[config.mk]
export PLATFORM = sky130hd
export DESIGN_NAME = bandpk_queue
export DESIGN_NICKNAME = d
export VERILOG_FILES = /design/src/rtl/core/bandpk_pkg.sv /design/src/rtl/core/bandpk_queue.sv
export SDC_FILE = /design/constraint.sdc
export NUM_CORES = 1
export LEC_CHECK = 0
export BUFFER_PORTS_ARGS = -buffer_cell sky130_fd_sc_hd__clkbuf_2
export CAP_MARGIN = 30
export CORE_MARGIN = 2
export CORE_UTILIZATION = 45
export DETAILED_ROUTE_END_ITERATION = 12
export PLACE_DENSITY = 0.66
export REMOVE_ABC_BUFFERS = 1
export SLEW_MARGIN = 40
export SYNTH_ARGS = -nofsm -noshare
export SYNTH_HDL_FRONTEND = slang
export SYNTH_SLANG_ARGS = --single-unit
export TNS_END_PERCENT = 50
[constraint.sdc]
create_clock -name clock -period 1.86 [get_ports clock]
set_input_delay 0.093 -clock clock [delete_from_list [all_inputs] [get_ports clock]]
set_output_delay 0.093 -clock clock [all_outputs]
set_load 0.05 [all_outputs]
[src/rtl/core/bandpk_pkg.sv]
`timescale 1ns / 1ps
// Shared types and constants for the 24-dot band packer.
// No dependencies; imported by every module of the core.
package bandpk_pkg;

   // band geometry
   localparam int BAND_ROWS = 24;
   localparam logic [4:0] BAND_LAST_ROW = 5'(BAND_ROWS - 1);
   localparam int STORE_W = BAND_ROWS - 1;
   localparam int COLUMN_W = BAND_ROWS;

   // luminance arithmetic, scaled by 100 so that it stays exact
   localparam int LUM_W = 15;
   localparam logic [LUM_W-1:0] WEIGHT_RED = 15'd30;
   localparam logic [LUM_W-1:0] WEIGHT_GREEN = 15'd59;
   localparam logic [LUM_W-1:0] WEIGHT_BLUE = 15'd11;
   localparam logic [LUM_W-1:0] THR_SCALE = 15'd100;

   // configuration port
   localparam int CSR_IDX_W = 2;
   localparam int CSR_DATA_W = 10;
   localparam logic [CSR_IDX_W-1:0] CSR_LINE_WIDTH = 2'd0;
   localparam logic [CSR_IDX_W-1:0] CSR_DARK_THRESHOLD = 2'd1;
   localparam logic [CSR_IDX_W-1:0] CSR_GRAY_MODE = 2'd2;
   localparam logic [9:0] LINE_WIDTH_RESET = 10'd512;
   localparam logic [7:0] DARK_THRESHOLD_RESET = 8'd127;

   // queue between classifier and byte sequencer
   localparam int QUEUE_DEPTH = 4;
   localparam int QPTR_W = 2;
   localparam int QCNT_W = 3;

   // one completed band column on its way to the byte sequencer
   typedef struct packed {
      logic [COLUMN_W-1:0] bits;
      logic                first;
      logic                row_end;
   } band_entry_type;

endpackage

[src/rtl/core/bandpk_queue.sv]
`timescale 1ns / 1ps
// Short queue of completed band columns between the front and the sequencer.
// Depends on bandpk_pkg for the entry type and depth.
module bandpk_queue import bandpk_pkg::*; (
   input  logic              clock,
   input  logic              reset,
   input  logic              push,
   input  band_entry_type    entry_in,
   input  logic              pop,
   output band_entry_type    entry_out,
   output logic              empty,
   output logic [QCNT_W-1:0] count
);

   band_entry_type      slot_ff [QUEUE_DEPTH];
   logic [QPTR_W-1:0]   wr_ptr_ff, rd_ptr_ff;
   logic [QCNT_W-1:0]   count_ff;

   assign empty = (count_ff == '0);
   assign count = count_ff;
   assign entry_out = slot_ff[rd_ptr_ff];

   always_ff @(posedge clock) begin
      if (reset) begin
         wr_ptr_ff <= '0;
         rd_ptr_ff <= '0;
         count_ff <= '0;
      end else begin
         if (push) begin
            wr_ptr_ff <= QPTR_W'(wr_ptr_ff + 1'b1);
         end
         if (pop) begin
            rd_ptr_ff <= QPTR_W'(rd_ptr_ff + 1'b1);
         end
         if (push && !pop) begin
            count_ff <= QCNT_W'(count_ff + 1'b1);
         end else if (pop && !push) begin
            count_ff <= QCNT_W'(count_ff - 1'b1);
         end
      end
   end

   always_ff @(posedge clock) begin
      if (push) begin
         slot_ff[wr_ptr_ff] <= entry_in;
      end
   end

endmodule

# After elaboration in Yosys (flattened, before gate mapping)
# Memories as Yosys holds them, arrays and structs flattened. A register that Yosys moved wholly into a read port is not among the register bits.
# Cells that the tools add are included.
# W data, S select, Z words.
dict set report totals {
  ff_bits 7
  mem_bits_rw 104
  inputBits 30
  memories 1
}
# name depth width read_ports rd_ports_with_merged_regs write_ports line
set mem_list {}
lappend mem_list {slot_ff 4 26 1 1 1 bandpk_queue.sv:15} ;# band_entry_type slot_ff [QUEUE_DEPTH];
dict set report classes {
  addsub 4
  n_mux 6
  reduce_logical 6
}
# op count
set ops {}
lappend ops {{$mux W3} 2}
lappend ops {{$add A2 B1 Y2 const B} 2}
lappend ops {{$mux W2} 2}
lappend ops {{$add A3 B1 Y3 const B} 1}
lappend ops {{$logic_not A3 Y1} 1}
lappend ops {{$sub A3 B1 Y3 const B} 1}
lappend ops {{$logic_and A1 B1 Y1} 2}
lappend ops {{$logic_not A1 Y1} 2}
lappend ops {{$mux W1} 2}
lappend ops {{$reduce_bool A2 Y1} 1}

# Longest topological paths before layout
dict set report logic_depth {
  ltp_word 4
  mapped_depth 7
}

# Worst setup path before layout
# Ideal clock, no wire load.
dict set report synth_path {
  path_type {register -> output}
  start {register count_ff[0], in the netlist count[0]}
  end {output port empty}
  arrival_ns 1.667
  t_required_ns 1.767
  path_slack_ns 0.100
  stages_incl_launch_ff 2
  path_buffers 0
  cell_sequence {dfxtp_1 > nor3_1}
}
dict set report synth_via {
  elab_chain_len 1
}
# element line
set synth_lines {}
lappend synth_lines {{from (decl)} bandpk_queue.sv:17} ;# logic [QCNT_W-1:0] count_ff;
lappend synth_lines {{from (signal assigned)} bandpk_queue.sv:36} ;# count_ff <= QCNT_W'(count_ff + 1'b1);
lappend synth_lines {{from (signal assigned)} bandpk_queue.sv:38} ;# count_ff <= QCNT_W'(count_ff - 1'b1);
lappend synth_lines {{$logic_not A3 Y1} bandpk_queue.sv:19} ;# assign empty = (count_ff == '0);
lappend synth_lines {{to (decl)} bandpk_queue.sv:11} ;# output logic empty,
# No other way between the ends.

==> results.ini <==
[drt]
ant_nets=0
drcViolationCount=0
met3_length_um=335
drt-initial-drc-count=129
wl_met1_um=3160
routedWlPerCell_um=17.9
wl_met2_um=3800
vias=2055
highest_layer=met4
drt-vias-per-instance=4.99
firstDrtPassIters=4
routed_wirelength_um=7390

[global_routing]
grt_pass1_vias=2181
grt_pass1_wl_um=11300
grt_usage_pct=15.8
grt-ovfl-total=0
antenna_found_initial=0
grt_max_degree=27

[worst_setup_path]
worst_ep_arrival_time_ns=1.83
r2r_setup_slack_ns=0.39
cp-start-kind=flip-flop
crit_fanout=7
cp-endpoint=entry_out[1]
r2r-end=count[2]
r2r_start=count[0]
path_class=reg -> out
r2r_cells=4
worstPathRequired_ns=1.77
endpoint_kind=output pin

[pwr]
combPwrFrac_pct=17.4
power_w=0.00709
p_clk_share_pct=40.7
sw_frac_of_total_pct=24.7
power_density_nw_per_um2=1200
switchingPower_w=0.00175
p_leak_nw=2.11
power.internal_w=0.00534
peakVddDrop_mv=0.629
sequentialPowerShare_pct=41.9

[clocking]
numCtsBuffers=17
path_clk_slew_ns=0.05
clock-sinks=113
clkLatencyLatePin_ns=0.50
cts_tree=done
clockBufferDepth=2
cts_setup_buffers=0
cts.htree.levels=4
cts_root_buf=clkbuf_8

[timing]
rsz0062_at_grt=true
hold-worst-slack_ns=0.347
setup-violations-final=26
finalSetupTns_ns=-1.05
final.setup_skew_ns=0.00443
post-route-min-period_ns=1.93
fmax_mhz=519
hold_viol=0
post-route-period-util_pct=104
worst_pin_slew_ns=0.403
drv_slew=0
timing.slew.headroom_pct=73.1
worst_slack_ns=-0.0676

[placement]
post-place-cells=348
hpwl_um=3920
gp_congestion=0.680
dpl_worst_slack_ns=0.298
portBuffers=59

[floorplanning]
dieArea_um2=10200
ios=60
core_area_um2=9150
initial_core_util_pct=46.1
rows=35
fp.dieH_um=101
die_x_um=101

[synth]
synth.avg_cell_area_um2=23.6
synthDistinctLibCells=22
yosysSeqAreaShare_pct=78.3
syn_area_um2=4220
ys_seq_elements=113
synth_warnings=0
syn_inst=179

[finish]
instances_no_fill=412
fill_cells=593
final_common_cell=edfxtp_1
area_delta_synth_final_pct=39.5
layout_common_cells=edfxtp_1, clkbuf_2, dlygate4sd3_1, mux4_2, buf_8
n_antenna_cell=0
layout-drive-gt1-share_pct=40.9
nNetsFinal=325

[min_path]
hold_path_depth=2
hold_class=in -> reg

[status]
outcome=finished with violations
violations=negative setup slack

[job]
drv_cap=0

## how the worst min path moves through the flow
stage | from | endpoint | slack [ns]
2_1_floorplan | reset | count[2] | 0.16
3_3_place_gp | entry_in[9] | slot_ff[0][9] | 0.31
3_5_place_dp | entry_in[15] | slot_ff[2][15] | 0.32
4_1_cts | entry_in[20] | slot_ff[3][20] | 0.32
5_1_grt | entry_in[12] | slot_ff[0][12] | 0.33
6_report | entry_in[12] | slot_ff[0][12] | 0.35
## Yosys cell counts
library cell    n  area (µm²)
o21ai_0         1        5.00
or3_1           1        6.26
mux4_2         20         450
nor3_1          1        5.00
mux2i_1         2        20.0
nor2_1          7        26.3
nand2_1         1        3.75
xor2_1          3        26.3
buf_12          2        40.0
xnor2_1         2        17.5
buf_2           2        10.0
edfxtp_1      104        3120
inv_1           4        15.0
mux4_1          6         158
buf_6           1        11.3
ha_1            5        62.6
fa_1            1        20.0
a21oi_1         1        5.00
and2_1          4        25.0
clkbuf_1        1        3.75
clkbuf_2        1        5.00
dfxtp_1         9         180
## critical path, stage by stage (launching register included)
cell and delay [ns]:
dfxtp_4 0.43, buf_16 0.16, mux4_2 0.55, buf_12 0.18
## per-stage QoR
step	util, %	cell area [µm²]
after floorplan	-	4150
after global placement	52.1	4770
after detailed placement	52.1	4770
after CTS	63.8	5840
after global routing	64.3	5890
final	64.3	5890
## metal layers
layer | vias to the layer above | global-route usage (%)
met5 | - | 0
met4 | 0 | 7.06
met3 | 8 | 6.10
met2 | 56 | 25.8
met1 | 1033 | 18.6
li1 | 958 | -
## layout make-up
type | count | area [µm²] | area share [%]
clock inverters | 13 | 121 | 2.06
multi-input cells | 55 | 808 | 13.7
clock buffers | 18 | 418 | 7.10
inverters | 4 | 15.0 | 0.255
well taps | 111 | 139 | 2.36
flip-flops and latches | 113 | 3310 | 56.2
repair buffers | 98 | 1080 | 18.3
## what timing repair did
action / CTS / global route
cloned: 2 / 1
hold buffers: 30 / 0
hold endpoints to repair: 113 / 0
endpoints found under the setup margin: 26 / 26
resized for setup: 52 / 20
## power groups by stage
stage | Sequential [W] | Combinational [W] | Clock [W]
floorplan | 0.00307 | 0.000590 | 0
detailed placement | 0.00301 | 0.000977 | 0
global route | 0.00298 | 0.00129 | 0.00310
global placement | 0.00301 | 0.000969 | 0
finish | 0.00297 | 0.00123 | 0.00289
CTS | 0.00297 | 0.00119 | 0.00295
## state kept, by name, indices dropped and copies added, names as in the netlist, named ones only
name / count
slot_ff: 104
rd_ptr_ff: 2
count: 3
wr_ptr_ff: 2
## kinds of logic after synthesis
group                    after synthesis  share of synthesized area [%]
buffers and inverters                 11                           2.02
AND/OR/NAND/NOR                       14                           1.57
adder cells (fa/ha/maj)                6                           1.96
flip-flops                           113                           78.3
AO/OA/AOI/OAI                          2                          0.237
XOR/XNOR                               5                           1.04
multiplexers                          28                           14.9
Power figures use the tool's default switching activity.
