File: config.mk
export PLATFORM = sky130hd
export DESIGN_NAME = bandpk_emit
export DESIGN_NICKNAME = d
export VERILOG_FILES = /design/src/rtl/core/bandpk_pkg.sv /design/src/rtl/core/bandpk_emit.sv
export SDC_FILE = /design/constraint.sdc
export NUM_CORES = 1
export LEC_CHECK = 0
export ABC_AREA = 0
export BUFFER_PORTS_ARGS = -buffer_cell sky130_fd_sc_hd__buf_4
export CORE_MARGIN = 3
export CORE_UTILIZATION = 51
export DETAILED_ROUTE_END_ITERATION = 6
export PLACE_DENSITY = 0.8
export SLEW_MARGIN = 20
export SYNTH_ARGS = -nofsm -noshare
export SYNTH_HDL_FRONTEND = slang
export SYNTH_SLANG_ARGS = --single-unit
File: constraint.sdc
create_clock -name clock -period 4.15 [get_ports clock]
set_input_delay 0.415 -clock clock [delete_from_list [all_inputs] [get_ports clock]]
set_output_delay 0.415 -clock clock [all_outputs]
set_load 0.005 [all_outputs]
File: src/rtl/core/bandpk_pkg.sv
`timescale 1ns / 1ps
// Shared types and constants for the 24-dot band packer.
// No dependencies; imported by every module of the core.
package bandpk_pkg;

   // band geometry
   localparam int BAND_ROWS = 24;
   localparam logic [4:0] BAND_LAST_ROW = 5'(BAND_ROWS - 1);
   localparam int STORE_W = BAND_ROWS - 1;
   localparam int COLUMN_W = BAND_ROWS;

   // luminance arithmetic, scaled by 100 so that it stays exact
   localparam int LUM_W = 15;
   localparam logic [LUM_W-1:0] WEIGHT_RED = 15'd30;
   localparam logic [LUM_W-1:0] WEIGHT_GREEN = 15'd59;
   localparam logic [LUM_W-1:0] WEIGHT_BLUE = 15'd11;
   localparam logic [LUM_W-1:0] THR_SCALE = 15'd100;

   // configuration port
   localparam int CSR_IDX_W = 2;
   localparam int CSR_DATA_W = 10;
   localparam logic [CSR_IDX_W-1:0] CSR_LINE_WIDTH = 2'd0;
   localparam logic [CSR_IDX_W-1:0] CSR_DARK_THRESHOLD = 2'd1;
   localparam logic [CSR_IDX_W-1:0] CSR_GRAY_MODE = 2'd2;
   localparam logic [9:0] LINE_WIDTH_RESET = 10'd512;
   localparam logic [7:0] DARK_THRESHOLD_RESET = 8'd127;

   // queue between classifier and byte sequencer
   localparam int QUEUE_DEPTH = 4;
   localparam int QPTR_W = 2;
   localparam int QCNT_W = 3;

   // one completed band column on its way to the byte sequencer
   typedef struct packed {
      logic [COLUMN_W-1:0] bits;
      logic                first;
      logic                row_end;
   } band_entry_type;

endpackage

File: src/rtl/core/bandpk_emit.sv
`timescale 1ns / 1ps
// Back part: turns queued band columns into command bytes, one word a cycle while the result side pops.
// Depends on bandpk_pkg; drives the result side through an output register.
module bandpk_emit import bandpk_pkg::*; (
   input  logic           clock,
   input  logic           reset,
   input  logic           q_valid,
   input  band_entry_type q_entry,
   output logic           q_pop,
   input  logic [9:0]     eff_width,
   input  logic           rsp_pop,
   output logic           rsp_empty,
   output logic [7:0]     rsp_out_byte,
   output logic           rsp_last
);

   localparam logic [3:0] STEP_ESC = 4'd0;
   localparam logic [3:0] STEP_STAR = 4'd1;
   localparam logic [3:0] STEP_MODE = 4'd2;
   localparam logic [3:0] STEP_NL = 4'd3;
   localparam logic [3:0] STEP_NH = 4'd4;
   localparam logic [3:0] STEP_COL_HI = 4'd5;
   localparam logic [3:0] STEP_COL_MID = 4'd6;
   localparam logic [3:0] STEP_COL_LO = 4'd7;
   localparam logic [3:0] STEP_LF = 4'd8;

   localparam logic [7:0] BYTE_ESC = 8'h1B;
   localparam logic [7:0] BYTE_STAR = 8'h2A;
   localparam logic [7:0] BYTE_MODE = 8'd33;
   localparam logic [7:0] BYTE_LF = 8'h0A;

   logic           cur_valid_ff;
   band_entry_type cur_ff;
   logic [3:0]     step_ff;
   logic           out_valid_ff;
   logic [7:0]     out_byte_ff;
   logic           out_last_ff;

   logic       out_load, advance, done;
   logic [3:0] end_step;
   logic [7:0] step_byte;

   assign out_load = !out_valid_ff || rsp_pop;
   assign end_step = cur_ff.row_end ? STEP_LF : STEP_COL_LO;
   assign advance = cur_valid_ff && out_load;
   assign done = advance && (step_ff == end_step);
   assign q_pop = q_valid && (!cur_valid_ff || done);

   always_comb begin
      unique case (step_ff)
         STEP_ESC:     step_byte = BYTE_ESC;
         STEP_STAR:    step_byte = BYTE_STAR;
         STEP_MODE:    step_byte = BYTE_MODE;
         STEP_NL:      step_byte = eff_width[7:0];
         STEP_NH:      step_byte = {6'b0, eff_width[9:8]};
         STEP_COL_HI:  step_byte = cur_ff.bits[23:16];
         STEP_COL_MID: step_byte = cur_ff.bits[15:8];
         STEP_COL_LO:  step_byte = cur_ff.bits[7:0];
         STEP_LF:      step_byte = BYTE_LF;
         default:      step_byte = 8'h00;
      endcase
   end

   always_ff @(posedge clock) begin
      if (reset) begin
         cur_valid_ff <= 1'b0;
         step_ff <= STEP_ESC;
         out_valid_ff <= 1'b0;
      end else begin
         if (q_pop) begin
            cur_valid_ff <= 1'b1;
            // header only ahead of the first column of a band
            step_ff <= q_entry.first ? STEP_ESC : STEP_COL_HI;
         end else if (done) begin
            cur_valid_ff <= 1'b0;
         end else if (advance) begin
            step_ff <= 4'(step_ff + 4'd1);
         end
         if (out_load) begin
            out_valid_ff <= advance;
         end
      end
   end

   always_ff @(posedge clock) begin
      if (q_pop) begin
         cur_ff <= q_entry;
      end
      if (advance) begin
         out_byte_ff <= step_byte;
         out_last_ff <= (step_ff == end_step);
      end
   end

   assign rsp_empty = !out_valid_ff;
   assign rsp_out_byte = out_byte_ff;
   assign rsp_last = out_last_ff;

endmodule

After elaboration in Yosys (flattened, before gate mapping)
Index checks and enable logic that the tools add are counted.

word-level totals
  flip-flop bits (word level) = 40
  input bits = 40
  logic and storage cells = 37

operators by class
  $add $sub $neg = 1
  equality and inequality tests = 10
  muxes and demuxes = 8
  reduce and logical (&&, ||, !) cells = 11

operator list
  kind                   number
  $pmux W8 S9            1
  $eq A4 B3 Y1 const B   4
  $mux W4                4
  $eq A4 B2 Y1 const B   2
  $add A4 B1 Y4 const B  1
  $eq A4 B1 Y1 const B   1
  $eq A4 B4 Y1           1
  $eq A4 B4 Y1 const B   1
  $logic_not A4 Y1       1
  $reduce_bool A2 Y1     2
  $logic_and A1 B1 Y1    3
  $mux W3                1
  $logic_not A1 Y1       2
  $logic_or A1 B1 Y1     2
  $mux W1                2
  $ne A2 B2 Y1 const B   1
  $reduce_and A2 Y1      1

Longest topological paths before layout
Gate-level depths: netlist of the first run.

  depth in word-level cells = 8
  depth in mapped cells = 7

Worst setup path after synthesis of the first run
No wires, ideal clock.

  path type = in2reg
  from = input rsp_pop
  to = register cur_ff[0] (netlist bit) (enable)
  setup time = 0.451 ns
  data arrival time = 2.835 ns
  slack = 0.864 ns
  stages = 4
  buffers on the path = 1
  path through = nand2b_1 > clkbuf_1 > o21ai_0 > a21boi_0

between the ends
  cells in the longest elaborated chain, start to end = 5

RTL lines
  element               line               RTL
  from (decl)           bandpk_emit.sv:11  input logic rsp_pop,
  $logic_or A1 B1 Y1    bandpk_emit.sv:43  assign out_load = !out_valid_ff || rsp_pop;
  $logic_and A1 B1 Y1   bandpk_emit.sv:45  assign advance = cur_valid_ff && out_load;
  $logic_and A1 B1 Y1   bandpk_emit.sv:46  assign done = advance && (step_ff == end_step);
  $logic_or A1 B1 Y1    bandpk_emit.sv:47  assign q_pop = q_valid && (!cur_valid_ff || done);
  $logic_and A1 B1 Y1   bandpk_emit.sv:47
  named net q_pop       bandpk_emit.sv:9   output logic q_pop,
  to (signal assigned)  bandpk_emit.sv:87  cur_ff <= q_entry;
  to (decl)             bandpk_emit.sv:33  band_entry_type cur_ff;

The timed path passes the listed nets, and every way through them passes these cells.
A chain may end at the register's enable or synchronous reset.

Final worst setup path of the first run
  from = register step_ff[2]
  to = output q_pop

between the ends
  cells in the longest elaborated chain, start to end = 4

RTL lines
  element                 line               RTL
  from (decl)             bandpk_emit.sv:34  logic [3:0] step_ff;
  from (signal assigned)  bandpk_emit.sv:73  step_ff <= q_entry.first ? STEP_ESC : STEP_COL_HI;
  from (signal assigned)  bandpk_emit.sv:77  step_ff <= 4'(step_ff + 4'd1);
  $eq A4 B4 Y1            bandpk_emit.sv:46
  $logic_and A1 B1 Y1     bandpk_emit.sv:46
  $logic_or A1 B1 Y1      bandpk_emit.sv:47
  $logic_and A1 B1 Y1     bandpk_emit.sv:47
  to (decl)               bandpk_emit.sv:9

Every way passes these cells.

==> impl_results.md, run 1 <==
- Int Power: approximately 0.65 mW
- XOR/XNOR Fraction of Synth Area: 0
- Top cells by area, synth: edfxtp_1 56%, dfxtp_1 6.6%, nand2_1 3.1%
- Worst skew pair latency: 0.35 ns
- Crit path max fanout: 18
- Vias per cell: 5.81
- RSZ-0062 raised after global routing: no
- Number of max-cap violations: 0
- CTS root buf: clkbuf_4
- Post-layout min period: 2.95 ns
- Register bit total from synthesis: 40
- Placement Rows: 20
- Via count of the first global-routing pass: 1368
- Layout cells sized above 1: 0.344
- CTS-repair resized insts: 0
- Synth top area share: 0.565
- Global placer's final weighted congestion: 0.998
- Area Growth Syn to Fin: 26.1%
- Leading area contributor after synthesis: edfxtp_1
- Pwr Density: around 370 nW/um^2
- Clk slew on worst S/H paths: 0.12 ns
- Fin crit share: 0.710
- First-pass GRT wire length: 6.28 mm
- Synth Net Count: 186
- Residual DRC: 0
- Critical path type: reg -> out
- Post-CTS setup buffers: 0
- Async set-or-reset flop fraction in the synthesized netlist: 0
- Fmax: 0.339 GHz
- Worst Hold Launch: q_entry[25]
- Worst-case reg-to-reg path depth: 5
- Post-Layout Inst Area: approximately 2300 sq um
- Most common cell in the netlist: edfxtp_1
- Worst-margin pin slew: 0.667 ns
- Startpoint Class: flip-flop
- Total die area: 4300 sq um
- Setup violators final: 0
- NumNets Final: 235
- CTS Buffer Depth: 2
- CTS Hold Buffers Added: 0
- DR pass1 iterations: 5
- Reg2reg setup slack: 1.81 ns
- Clock network power share: 0.296
- Power consumption: 0.843 mW
- Synth top cells by count: 34 x edfxtp_1, 15 x nand2_1, 8 x a21oi_1, 8 x nor2_1
- Largest family of logic cells by synthesized area: compound AO/OA/AOI/OAI gates
- R2R Path End: cur_ff[0]
- Die X: 65.5 microns
- Max VDD drop: 0.279 mV
- Worst R2R Start: step_ff[2]
- I/O pin cnt: 51
- Post-DP Area: between 2000 and 2500 sq um
- Worst Path Required: 3.73 ns
- Ys Warns: 0
- HP Class: in -> reg
- Max-slew violation count: 0
- Status: finished, final reports clean
- Sum Neg Setup Slack: 0 ns
- Post-synthesis cell count: about 140
- Syn_area_per_cell: 12.7 sq um
- Sequential share of power: 0.570
- DP HPWL: 2.77 mm
- GR Overflow Total: 0
- Clock sink total: 40
- Hold EP: cur_ff[25]
- Critical path endpoint category: primary output
- Synth Flop Type: edfxtp_1
- Via count: 1371
- Initial antenna violation count: 0
- Worst Skew: 0.0141 ns
- Slew headroom: 0.553
- Port Buffer Count: 50
- Post-DR wirelength/cell: 16.2 microns
- Die H: 65.5 microns
- DRT antenna net count: 0
- Antenna cells: 0
- Post-Synth Simple-Gate Area: 0.121
- CTS tree: built
- WHS Path Cells: 1
- Final Hold Fails: 0
- Post-synth EDFFs: 34
- Sequential element share of the synthesized area: 0.631
- Total CTS buffers: 5
- First DRT Iteration DRCs: between 100 and 150
- Comb pwr share: 0.134
- Global router's overall resource usage: 0.198
- Synth Area in Adders: 0.0277
- Compound-Gate Fraction of Synth Area: 0.179
- Largest net degree at the start of global routing: 19
- Post-layout utilization of the core: 0.712
- Initial Util: 0.564
- Net Switching: 0.192 mW
- Synthesized area: 1810 sq um
- Pleak: 0.861 nW
- Total wire length: 3.82 mm
- Mux cell area share after synthesis: 0.00554
- Netlist cell types: 38
- Critical path arrival: about 2.5 ns
- Sw Share: 0.228
- Core area: 3200 sq um
- H-tree depth: 2
[registers in the layout (all words and copies together), names as in the netlist]
register      cells
cur_ff           25
cur_valid_ff      1
out_valid_ff      1
rsp_last          1
rsp_out_byte      8
step_ff           4
[critical path, stage by stage, from the launching register on]
cell	delay (ns)
dfxtp_1	0.73
nand3_4	0.15
nor3_2	0.20
o21ai_0	0.16
a21boi_2	0.46
buf_4	0.33
buf_4	0.15
[cell type report]
cell class | instances | area (sq um)
tap | 44 | 55.1
clock inverter | 2 | 35.0
fill | 229 | 923
sequential | 40 | 1140
multi-input combinational | 88 | 606
timing repair buffer | 51 | 383
clock buffer | 6 | 41.3
inverter | 5 | 18.8
[power by group through the flow]
stage	Clock, mW	Combinational [mW]	Sequential, mW
global placement	0	0.108	0.488
global route	0.280	0.124	0.483
floorplan	0	0.0619	0.484
CTS	0.251	0.112	0.480
finish	0.250	0.113	0.481
detailed placement	0	0.111	0.490
[cells in the final DEF, fill, tap and decap left out, drive strengths merged]
master / count
a21boi: 1
a311oi: 4
a2111oi: 3
nand4: 1
and4: 1
o2bb2ai: 1
inv: 5
nand2: 15
o221a: 1
buf: 51
nor2b: 3
o21a: 1
a21o: 1
clkbuf: 6
o21ai: 6
o211a: 1
edfxtp: 34
a221oi: 1
ha: 4
bufinv: 1
dfxtp: 6
clkinv: 1
a211oi: 4
or2: 1
nand2b: 5
nand3: 4
a22oi: 4
a21oi: 8
nor3: 2
or3: 1
o21bai: 1
mux2i: 1
nor2: 8
a222oi: 5
[through the flow]
| step | cells | setup WS, ns | hold WS (ns) |
|---|---|---|---|
| final | 236 | 1.20 | 0.246 |
| after CTS | 236 | 1.23 | 0.234 |
| after global placement | 228 | 1.72 | 0.573 |
| after floorplan | 142 | 0.864 | 0.484 |
| after detailed placement | 228 | 1.65 | 0.582 |
| after global routing | 236 | 0.991 | 0.208 |
[logic make-up (layout without fill, tap and decap cells)]
logic type / count (synthesis) / in the layout
AOI/OAI and AO/OA: 42 / 42
buffers and inverters: 14 / 64
muxes: 1 / 1
and+or+nand+nor: 41 / 41
DFF: 40 / 40
adders and majority gates: 4 / 4
[per-layer routing]
layer / vias to the layer above / GRT usage / wire, microns
met2: 80 / 0.320 / 1900
met1: 635 / 0.237 / 1450
li1: 648 / - / -
met5: - / 0 / 0
met4: 0 / 0.0803 / 70
met3: 8 / 0.0769 / 400
[worst max-delay path by stage]
stage                    start        end  slack (ns)
finish              step_ff[2]      q_pop        1.20
global route        step_ff[2]      q_pop        0.99
CTS                 step_ff[2]      q_pop        1.23
detailed placement  step_ff[2]      q_pop        1.65
global placement    step_ff[2]      q_pop        1.72
floorplan              rsp_pop  cur_ff[0]        0.86
Note: power is estimated with default switching activity, not from simulation.
==> run 2, diff against run 1 <==
clock period = 3 ns   (was 4.15 ns; I/O delays follow)
==> run 2 against run 1 <==
  * Global-route usage fell by 0.77 points
  * Clock skew fell by 0.0079 ns
  * Design area fell by 0.66%
  * Count of clock-buffer cells in the layout fell by 1
  * Sequential share of layout area rose by 0.33 points
  * Critical path depth fell by 1
  * Die area did not move
  * Critical endpoint unchanged
  * Largest power group unchanged
==> impl_results.md, run 2 (same netlist as run 1, synthesis figures left out) <==
- Pleak: 0.846 nW
- R2R Path End: cur_ff[2]
- Total CTS buffers: 5
- Pwr Density: 480 nW/um^2
- I/O pin cnt: 51
- Setup violators final: 0
- Die X: about 66 microns
- Worst Hold Launch: q_entry[9]
- HP Class: in -> reg
- Final Hold Fails: 0
- WHS Path Cells: 1
- CTS Hold Buffers Added: 0
- Commonest non-fill, non-tap cell in the layout: buf_4
- Critical path, cell by cell: nand3_4 -> nor3_2 -> o21ai_0 -> a21boi_2 -> buf_4
- Post-layout min period: 2.57 ns
- Layout cells sized above 1: 0.349
- Fmax: a little under 0.4 GHz
- Global router's overall resource usage: 0.191
- Die H: 65.5 microns
- Worst Skew: 0.00622 ns
- Post-CTS setup buffers: 0
- Clk slew on worst S/H paths: between 0.1 and 0.15 ns
- First DRT Iteration DRCs: 110
- Via count: 1361
- Core area: 3200 sq um
- Critical path type: reg -> out
- DP HPWL: 2.75 mm
- Fill cells: 230
- Post-DR wirelength/cell: 15.6 microns
- Worst Path Required: 2.70 ns
- Residual DRC: 0
- Worst path buffer plus inverter count: 1
- Reg2reg setup slack: 0.65 ns
- Global placer's final weighted congestion: 1.00
- First-pass GRT wire length: 6.05 mm
- Antenna cells: 0
- Placement Rows: 20
- Post-layout utilization of the core: 0.707
- Max-slew violation count: 0
- Clock sink total: 40
- CTS-repair resized insts: 0
- GR Overflow Total: 0
- Initial Util: 0.564
- CTS tree: built
- Hold EP: cur_ff[9]
- Initial antenna violation count: 0
- Biggest register: cur_ff
- Delay-heaviest family, CP: flip-flops
- H-tree depth: 2
- Sum Neg Setup Slack: 0 ns
- Max reg flops: 25
- CTS Buffer Depth: 2
- Largest net degree at the start of global routing: 19
- DRT antenna net count: 0
- Startpoint Class: flip-flop
- Critical Path Max Stage Delay: 0.71 ns
- Port Buffer Count: 50
- Slew headroom: 0.533
- Stages on worst setup path: 5
- Hold_ws: 0.117 ns
- Worst R2R Start: step_ff[2]
- Worst-margin pin slew: ~0.7 ns
- Total wire length: 3.67 mm
- NumNets Final: between 200 and 250
- Total die area: 4300 sq um
- Most frequent cells in the layout: 51 x buf_4, 34 x edfxtp_1, 15 x nand2_1
- Status: finished, final reports clean
- Fin crit share: 0.858
- Critical path arrival: 2.27 ns
- Area Growth Syn to Fin: 25.3%
- CTS root buf: clkbuf_4
- Worst-case reg-to-reg path depth: 5
- Max VDD drop: 0.370 mV
- Crit path max fanout: 18
- Worst skew pair latency: 0.35 ns
- DR pass1 iterations: 6
- Vias per cell: 5.77
- Power consumption: 1.09 mW
- RSZ-0062 raised after global routing: no
- Critical path endpoint category: primary output
- Critical path's slowest cell: dfxtp_1
- Via count of the first global-routing pass: 1356
- Number of max-cap violations: 0
-- run 2: worst max-delay path by stage --
stage               slack (ns)  startpoint    endpoint
CTS                       0.40  step_ff[2]       q_pop
finish                    0.43  step_ff[2]       q_pop
floorplan                 0.42  step_ff[2]   cur_ff[0]
global placement          0.78  step_ff[2]  cur_ff[14]
detailed placement        0.66  step_ff[2]   cur_ff[5]
global route              0.23  step_ff[2]       q_pop
-- run 2: area by class of cell --
class,count,area (sq um),area share
Sequential cell,40,1140,0.504
Multi-Input combinational cell,88,606,0.267
Timing Repair Buffer,51,383,0.169
Tap cell,44,55.1,0.0243
Clock buffer,5,37.5,0.0166
Clock inverter,3,23.8,0.0105
Inverter,5,18.8,0.00829
-- run 2: where the power goes --
| part | switching [mW] | internal (mW) | leakage (nW) |
|---|---|---|---|
| combinational | 0.0721 | 0.0814 | 0.444 |
| clock | 0.176 | 0.0921 | 0.0274 |
| sequential | 0.0217 | 0.644 | 0.374 |
-- run 2: layer usage --
| layer | routed length (microns) | vias up | global-route usage |
|---|---|---|---|
| li1 | - | 646 | - |
| met1 | 1470 | 645 | 0.236 |
| met2 | 1820 | 63 | 0.311 |
| met3 | 300 | 7 | 0.0513 |
| met4 | 78 | 0 | 0.0855 |
| met5 | 0 | - | 0 |
-- run 2: metrics by stage --
step                setup slack (ns)  area, sq um  cells
finish                         0.425         2260    236
global route                   0.233         2260    236
floorplan                      0.416         1810    142
detailed placement             0.656         2200    228
CTS                            0.398         2260    236
global placement               0.779         2200    228
